## src/rtl/nsag_pkg.sv

```systemverilog
// ----------------------------------------------------------------------------
// nsag_pkg
// Shared widths and codes of the strided address generator.
// ----------------------------------------------------------------------------
package nsag_pkg;

	localparam int EXTENT_W   = 16;
	localparam int STRIDE_W   = 32;
	localparam int CFG_DATA_W = 32;

	typedef enum logic {
		FUNC_START   = 1'b0,
		FUNC_ADVANCE = 1'b1
	} func_t;

endpackage

```

## src/rtl/nsag_ifs.sv

```systemverilog
// ----------------------------------------------------------------------------
// nsag_cmd_if / nsag_res_if
// Valid/ready channels of the strided address generator.
// ----------------------------------------------------------------------------
interface nsag_cmd_if #(
	parameter int ADDR_BITS = 48
) ();
	logic                 valid;
	logic                 ready;
	nsag_pkg::func_t      func;
	logic [ADDR_BITS-1:0] base_address;

	modport source (output valid, func, base_address, input ready);
	modport sink   (input valid, func, base_address, output ready);
endinterface

interface nsag_res_if #(
	parameter int ADDR_BITS = 48
) ();
	logic                 valid;
	logic                 ready;
	logic [ADDR_BITS-1:0] address;
	logic                 valid_res;

	modport source (output valid, address, valid_res, input ready);
	modport sink   (input valid, address, valid_res, output ready);
endinterface

```

## src/rtl/nsag_walk.sv

```systemverilog
// ----------------------------------------------------------------------------
// nsag_walk
// Index counters, current address and output register; one item per cycle while settled and the output is not stalled.
// ----------------------------------------------------------------------------
module nsag_walk #(
	parameter int NUM_DIMS  = 4,
	parameter int ADDR_BITS = 48
) (
	input  logic                          clk,
	input  logic                          arst_n,
	input  logic [nsag_pkg::EXTENT_W-1:0] em1 [NUM_DIMS],
	input  logic [ADDR_BITS-1:0]          step [NUM_DIMS],
	input  logic                          settled,
	nsag_cmd_if.sink                      cmd,
	nsag_res_if.source                    res
);

	localparam int DIM_W = (NUM_DIMS > 1) ? $clog2(NUM_DIMS) : 1;

	logic [nsag_pkg::EXTENT_W-1:0] idx_q [NUM_DIMS];
	logic [nsag_pkg::EXTENT_W-1:0] idx_d [NUM_DIMS];
	logic [ADDR_BITS-1:0]          addr_q, addr_d;
	logic                          active_q, active_d;
	logic                          out_valid_q;
	logic [ADDR_BITS-1:0]          out_addr_q;
	logic                          out_vres_q;
	logic [NUM_DIMS-1:0]           wrap;
	logic [DIM_W-1:0]              k;
	logic                          found;
	logic                          accept;

	assign cmd.ready = settled && (!out_valid_q || res.ready);
	assign accept    = cmd.valid && cmd.ready;

	always_comb begin
		k     = '0;
		found = 1'b0;
		for (int d = 0; d < NUM_DIMS; d++) begin
			wrap[d] = (idx_q[d] >= em1[d]);
			if (!wrap[d]) begin
				k     = DIM_W'(d);
				found = 1'b1;
			end
		end

		idx_d    = idx_q;
		addr_d   = addr_q;
		active_d = active_q;
		if (cmd.func == nsag_pkg::FUNC_START) begin
			for (int d = 0; d < NUM_DIMS; d++)
				idx_d[d] = '0;
			addr_d   = cmd.base_address;
			active_d = 1'b1;
		end else if (active_q) begin
			if (found) begin
				for (int d = 0; d < NUM_DIMS; d++) begin
					if (DIM_W'(d) == k)
						idx_d[d] = idx_q[d] + 1'b1;
					else if (DIM_W'(d) > k)
						idx_d[d] = '0;
				end
				addr_d = addr_q + step[k];
			end else begin
				// outermost wrapped: walk over
				for (int d = 0; d < NUM_DIMS; d++)
					idx_d[d] = '0;
				addr_d   = '0;
				active_d = 1'b0;
			end
		end
	end

	always_ff @(posedge clk or negedge arst_n) begin
		if (!arst_n) begin
			for (int d = 0; d < NUM_DIMS; d++)
				idx_q[d] <= '0;
			addr_q      <= '0;
			active_q    <= 1'b0;
			out_valid_q <= 1'b0;
		end else if (accept) begin
			idx_q       <= idx_d;
			addr_q      <= addr_d;
			active_q    <= active_d;
			out_valid_q <= 1'b1;
		end else if (res.ready) begin
			out_valid_q <= 1'b0;
		end
	end

	always_ff @(posedge clk) begin
		if (accept) begin
			out_addr_q <= active_d ? addr_d : '0;
			out_vres_q <= active_d;
		end
	end

	assign res.valid     = out_valid_q;
	assign res.address   = out_addr_q;
	assign res.valid_res = out_vres_q;

endmodule

```

## src/flat_wrapper.sv

```systemverilog
// flat-port wrapper written by rule: the top's interface ports become plain ports
module nsag_walk_flat 
#(
	parameter int NUM_DIMS  = 4,
	parameter int ADDR_BITS = 48
)
  (clk, arst_n, em1, step, settled, cmd_valid, cmd_func, cmd_base_address, cmd_ready, res_valid, res_address, res_valid_res, res_ready);
  nsag_cmd_if #(.ADDR_BITS(ADDR_BITS)) cmd_i ();
  nsag_res_if #(.ADDR_BITS(ADDR_BITS)) res_i ();
  input  logic clk;
  input  logic arst_n;
  input  logic [nsag_pkg::EXTENT_W-1:0] em1[NUM_DIMS];
  input  logic [ADDR_BITS-1:0] step[NUM_DIMS];
  input  logic settled;
  input wire logic [$bits(cmd_i.valid)-1:0] cmd_valid;
  input wire logic [$bits(cmd_i.func)-1:0] cmd_func;
  input wire logic [$bits(cmd_i.base_address)-1:0] cmd_base_address;
  output wire logic [$bits(cmd_i.ready)-1:0] cmd_ready;
  output wire logic [$bits(res_i.valid)-1:0] res_valid;
  output wire logic [$bits(res_i.address)-1:0] res_address;
  output wire logic [$bits(res_i.valid_res)-1:0] res_valid_res;
  input wire logic [$bits(res_i.ready)-1:0] res_ready;
  assign cmd_i.valid = cmd_valid;
  assign cmd_i.func = cmd_func;
  assign cmd_i.base_address = cmd_base_address;
  assign cmd_ready = cmd_i.ready;
  assign res_valid = res_i.valid;
  assign res_address = res_i.address;
  assign res_valid_res = res_i.valid_res;
  assign res_i.ready = res_ready;
  nsag_walk #(.NUM_DIMS(NUM_DIMS), .ADDR_BITS(ADDR_BITS)) u_core (.clk(clk), .arst_n(arst_n), .em1(em1), .step(step), .settled(settled), .cmd(cmd_i), .res(res_i));
endmodule
```

## config.mk

```make
export PLATFORM = sky130hd
export DESIGN_NAME = nsag_walk_flat
export DESIGN_NICKNAME = d
export VERILOG_FILES = /design/src/rtl/nsag_pkg.sv /design/src/rtl/nsag_ifs.sv /design/src/rtl/nsag_walk.sv /design/src/flat_wrapper.sv
export SDC_FILE = /design/constraint.sdc
export NUM_CORES = 1
export LEC_CHECK = 0
export BUFFER_PORTS_ARGS = -buffer_cell sky130_fd_sc_hd__buf_2
export CORE_MARGIN = 2
export CORE_UTILIZATION = 55
export DETAILED_ROUTE_END_ITERATION = 16
export HOLD_SLACK_MARGIN = 0.03
export PLACE_DENSITY = 0.83
export SLEW_MARGIN = 25
export SYNTH_ARGS = -nofsm -noshare
export SYNTH_HDL_FRONTEND = slang
export SYNTH_SLANG_ARGS = --single-unit
```

## constraint.sdc

```tcl
create_clock -name clk -period 6.2 [get_ports clk]
set_clock_uncertainty 0.15 [all_clocks]
set_input_delay 1.24 -clock clk [delete_from_list [all_inputs] [get_ports clk]]
set_output_delay 1.24 -clock clk [all_outputs]
set_load 0.1 [all_outputs]
```

==> results.sh <==
export IMPL_grtUsageMet1_pct=41.9
export IMPL_cts_tree="built"
export IMPL_core_um2=24200
export IMPL_gp_congestion=0.975
export IMPL_max_stage_delay_ps=690
export IMPL_io_pins=361
export IMPL_crit_buf_inv=3
export IMPL_critPathKind="in -> reg"
export IMPL_crit_cells=23
export IMPL_grtUsageTotal_pct=33.4
export IMPL_tns_ps=0
export IMPL_netlist_area_um2=13500
export IMPL_crit_top_cell="a21o_1"
export IMPL_synthToLayoutAreaGrowth_pct=26.6
export IMPL_cts_root_buffer="clkbuf_16"
export IMPL_slew_headroom_pct=35.0
export IMPL_hp_class="reg -> reg"
export IMPL_first_pass_iters=5
export IMPL_antenna_found_initial=4
export IMPL_nets=2420
export IMPL_cts_max_path_buffers=2
export IMPL_worst_slew_pin_slew_ps=972
export IMPL_synth_top_area_share_pct=21.2
export IMPL_peakVddDrop_v=0.000170
export IMPL_grt_max_degree=65
export IMPL_dp_hpwl_mm=33.6
export IMPL_viasPerCell=6.06
export IMPL_critical_path_max_fanout=8
export IMPL_synthDistinctLibCells=83
export IMPL_netlist_instances=1571
export IMPL_cts_hold_buf=0
export IMPL_synth_warning_count=0
export IMPL_synth_async_reset_ratio_pct=69.9
export IMPL_synth_area_per_cell_um2=8.58
export IMPL_cp_data_required_time_ps=6370
export IMPL_die_w_um=161
export IMPL_port_buffers=360
export IMPL_finalSetupViolCount=0
export IMPL_slowest_stage="or4b_4"
export IMPL_start_util_pct=55.8
export IMPL_pwr_density_cell_nw_per_um2=289
export IMPL_r2r_slack_ps=570
export IMPL_setup_worst_path_start="em1[16]"
export IMPL_status="finished clean"
export IMPL_drt_iter0_drc=1171
export IMPL_seq_area_frac_synth_pct=32.1
export IMPL_rows=57
export IMPL_grt_pass1_wl_mm=68.5
export IMPL_yosys_top_cells_area="dfrtp_1 21%, ha_1 11%, edfxtp_1 11%"
export IMPL_totalPowerFinal_uw=4930
export IMPL_die_area_um2=25800
export IMPL_grt_pass1_vias=13700
export IMPL_grt_busiest_layer="met2"
export IMPL_drv_slew=0
export IMPL_start_kind="input pin"
export IMPL_synth_edf_count=49
export IMPL_min_period_over_period_pct=97.7
export IMPL_end_kind="flop"
export IMPL_r2r_start="u_core.idx_q[16]$_DFFE_PN0P_"
export IMPL_grt_overflow=0
export IMPL_synth_top_area_cell="dfrtp_1"
export IMPL_path_cells="buf_2 > ha_1 > nand2b_1 > a211o_1 > o2111ai_1 > a31oi_2 > or4b_4 > buf_6 > nor2_1 > a211oi_2 > a21o_1 > ha_1 > a21o_1 > a221o_1 > o21ai_1 > o31a_1 > buf_4 > o211ai_1 > a21o_1 > a21oi_1 > xor2_1 > o32ai_1 > a221o_1"
export IMPL_syn_num_nets=2004
export IMPL_ys_ff_latch=163
export IMPL_cts_clk_slew_worst_paths_ps=70
export IMPL_use_met3_pct=4.96
export IMPL_ys_flop_type="dfrtp_1"
export IMPL_hold_viol=0
export IMPL_route_antenna_remaining_nets=0
export IMPL_rsz0062_at_grt="yes"
export IMPL_setup_worst_path_end="u_core.addr_q[23]$_DFFE_PN0P_"
export IMPL_clock_sinks=163
export IMPL_cts_buffers=17
export IMPL_setup_slack_ps=142
export IMPL_num_vias=14100
export IMPL_grtUsageMet2_pct=58.0
export IMPL_die_height_um=161
export IMPL_finalCriticalPeriod_ps=6060
export IMPL_timing_rr_end="u_core.addr_q[23]$_DFFE_PN0P_"
export IMPL_wl_per_cell_um=19.4
export IMPL_clk_latency_ps=440
export IMPL_crit_family="compound AO/OA/AOI/OAI gates"
export IMPL_rr_worst_depth=23
export IMPL_place_ws_ps=-397
export IMPL_layout_drive_gt1_share_pct=27.8
export IMPL_htree_levels=4
export IMPL_cp_arrival_ps=6230
export IMPL_drt_total_wl_mm=45.2
export IMPL_drc=0
export IMPL_p_leak_uw=0.00883
export IMPL_fmax_ghz=0.165
export IMPL_drv_cap=0
-- flip-flops by register name, indices dropped and copies added, names as in the netlist --
signal,flops
u_core.addr_q,48
u_core.idx_q,64
u_core.res.address,48
u_core.active_q,1
u_core.res.valid_res,1
u_core.res.valid,1
-- power by group --
part	switching [µW]	internal [µW]
combinational	1380	998
clock	476	653
sequential	142	1280
total	2000	2930
-- what timing repair did --
action / 4_1_cts / 5_1_grt
resized for setup: 0 / 18
setup buffers: 0 / 10
setup endpoints to repair: 0 / 43
endpoints found under the hold margin: 0 / 0
-- through the flow --
stage                     hold slack [ps]  util [%]  cell area (µm²)  instances
after floorplan                       299         -            13500       1571
after global placement                323      67.3            16300       2280
after detailed placement              342      67.3            16300       2280
after CTS                             352      69.8            16900       2312
after global routing                  384      70.6            17100       2326
final                                 352      70.6            17100       2327
-- cell usage after synthesis (5+ instances only) --
cell,n
clkbuf_1,70
and3_1,36
a211oi_1,61
a31oi_1,12
o21ai_1,9
o21a_1,6
dfrtp_1,114
mux2i_1,51
nor3_1,22
xnor2_1,21
nand3_1,35
a22oi_1,24
nor2b_1,11
o2bb2ai_1,24
nand2_1,121
nor2_1,129
buf_2,9
o22ai_1,5
nand2b_1,15
o211ai_1,8
ha_1,122
o21ai_0,132
a21o_1,87
a32oi_1,6
a21oi_1,80
nand4_1,23
edfxtp_1,49
xor2_1,42
o31ai_1,29
a221o_1,11
a22o_1,7
a21boi_0,5
and2_1,8
and4_1,6
or3_1,7
inv_1,95
-- layout by cell type (no fill, tap or decap), types with 17 or more instances in the layout --
master / n
buf_2: 359
o21ai_0: 130
nor2_1: 128
ha_1: 122
nand2_1: 120
buf_4: 117
dfrtp_1: 114
inv_1: 95
a21o_1: 87
a21oi_1: 76
a211oi_1: 60
mux2i_1: 51
edfxtp_1: 49
xor2_1: 42
and3_1: 36
nand3_1: 35
o31ai_1: 28
a22oi_1: 24
o2bb2ai_1: 24
nand4_1: 23
nor3_1: 22
xnor2_1: 21
clkbuf_16: 17
-- worst min path at each step --
stage	from	end	slack (ps)	cells past startpoint
floorplan	u_core.idx_q[47]$_DFFE_PN0P_	u_core.idx_q[47]$_DFFE_PN0P_	300	1
global placement	u_core.res.valid$_DFFE_PN0P_	u_core.res.valid$_DFFE_PN0P_	320	2
detailed placement	u_core.res.valid$_DFFE_PN0P_	u_core.res.valid$_DFFE_PN0P_	340	2
CTS	u_core.idx_q[47]$_DFFE_PN0P_	u_core.idx_q[47]$_DFFE_PN0P_	350	1
global route	u_core.idx_q[45]$_DFFE_PN0P_	u_core.idx_q[45]$_DFFE_PN0P_	380	1
finish	u_core.res.valid$_DFFE_PN0P_	u_core.res.valid$_DFFE_PN0P_	350	2
-- final cells by class --
cell class	instances	area, µm²
Clock inverter	13	171
Sequential cell	163	4320
Timing Repair Buffer	482	2790
Fill cell	1888	7100
Inverter	98	368
Multi-Input combinational cell	1225	8570
Clock buffer	19	443
Tap cell	324	405
Antenna cell	3	7.51
-- routing by layer --
metal,vias to the layer above,routed length [µm]
met5,-,27
met4,4,1750
met3,113,3480
met2,662,21900
met1,6651,18100
li1,6667,-
-- worst min-delay path: stages (launching register included) --
cell	delay, ps
dfrtp_1	340
nand2b_1	70
nand2_1	60
-- cell families after synthesis --
family,after synthesis,share of synthesized area (%)
flops,163,32.1
xor+xnor,63,4.09
compound gates,553,27.9
mux,52,3.87
buf+inv,185,5.40
simple gates,432,15.2
fa+ha+maj,123,11.5
(Power assumes the default switching activity.)
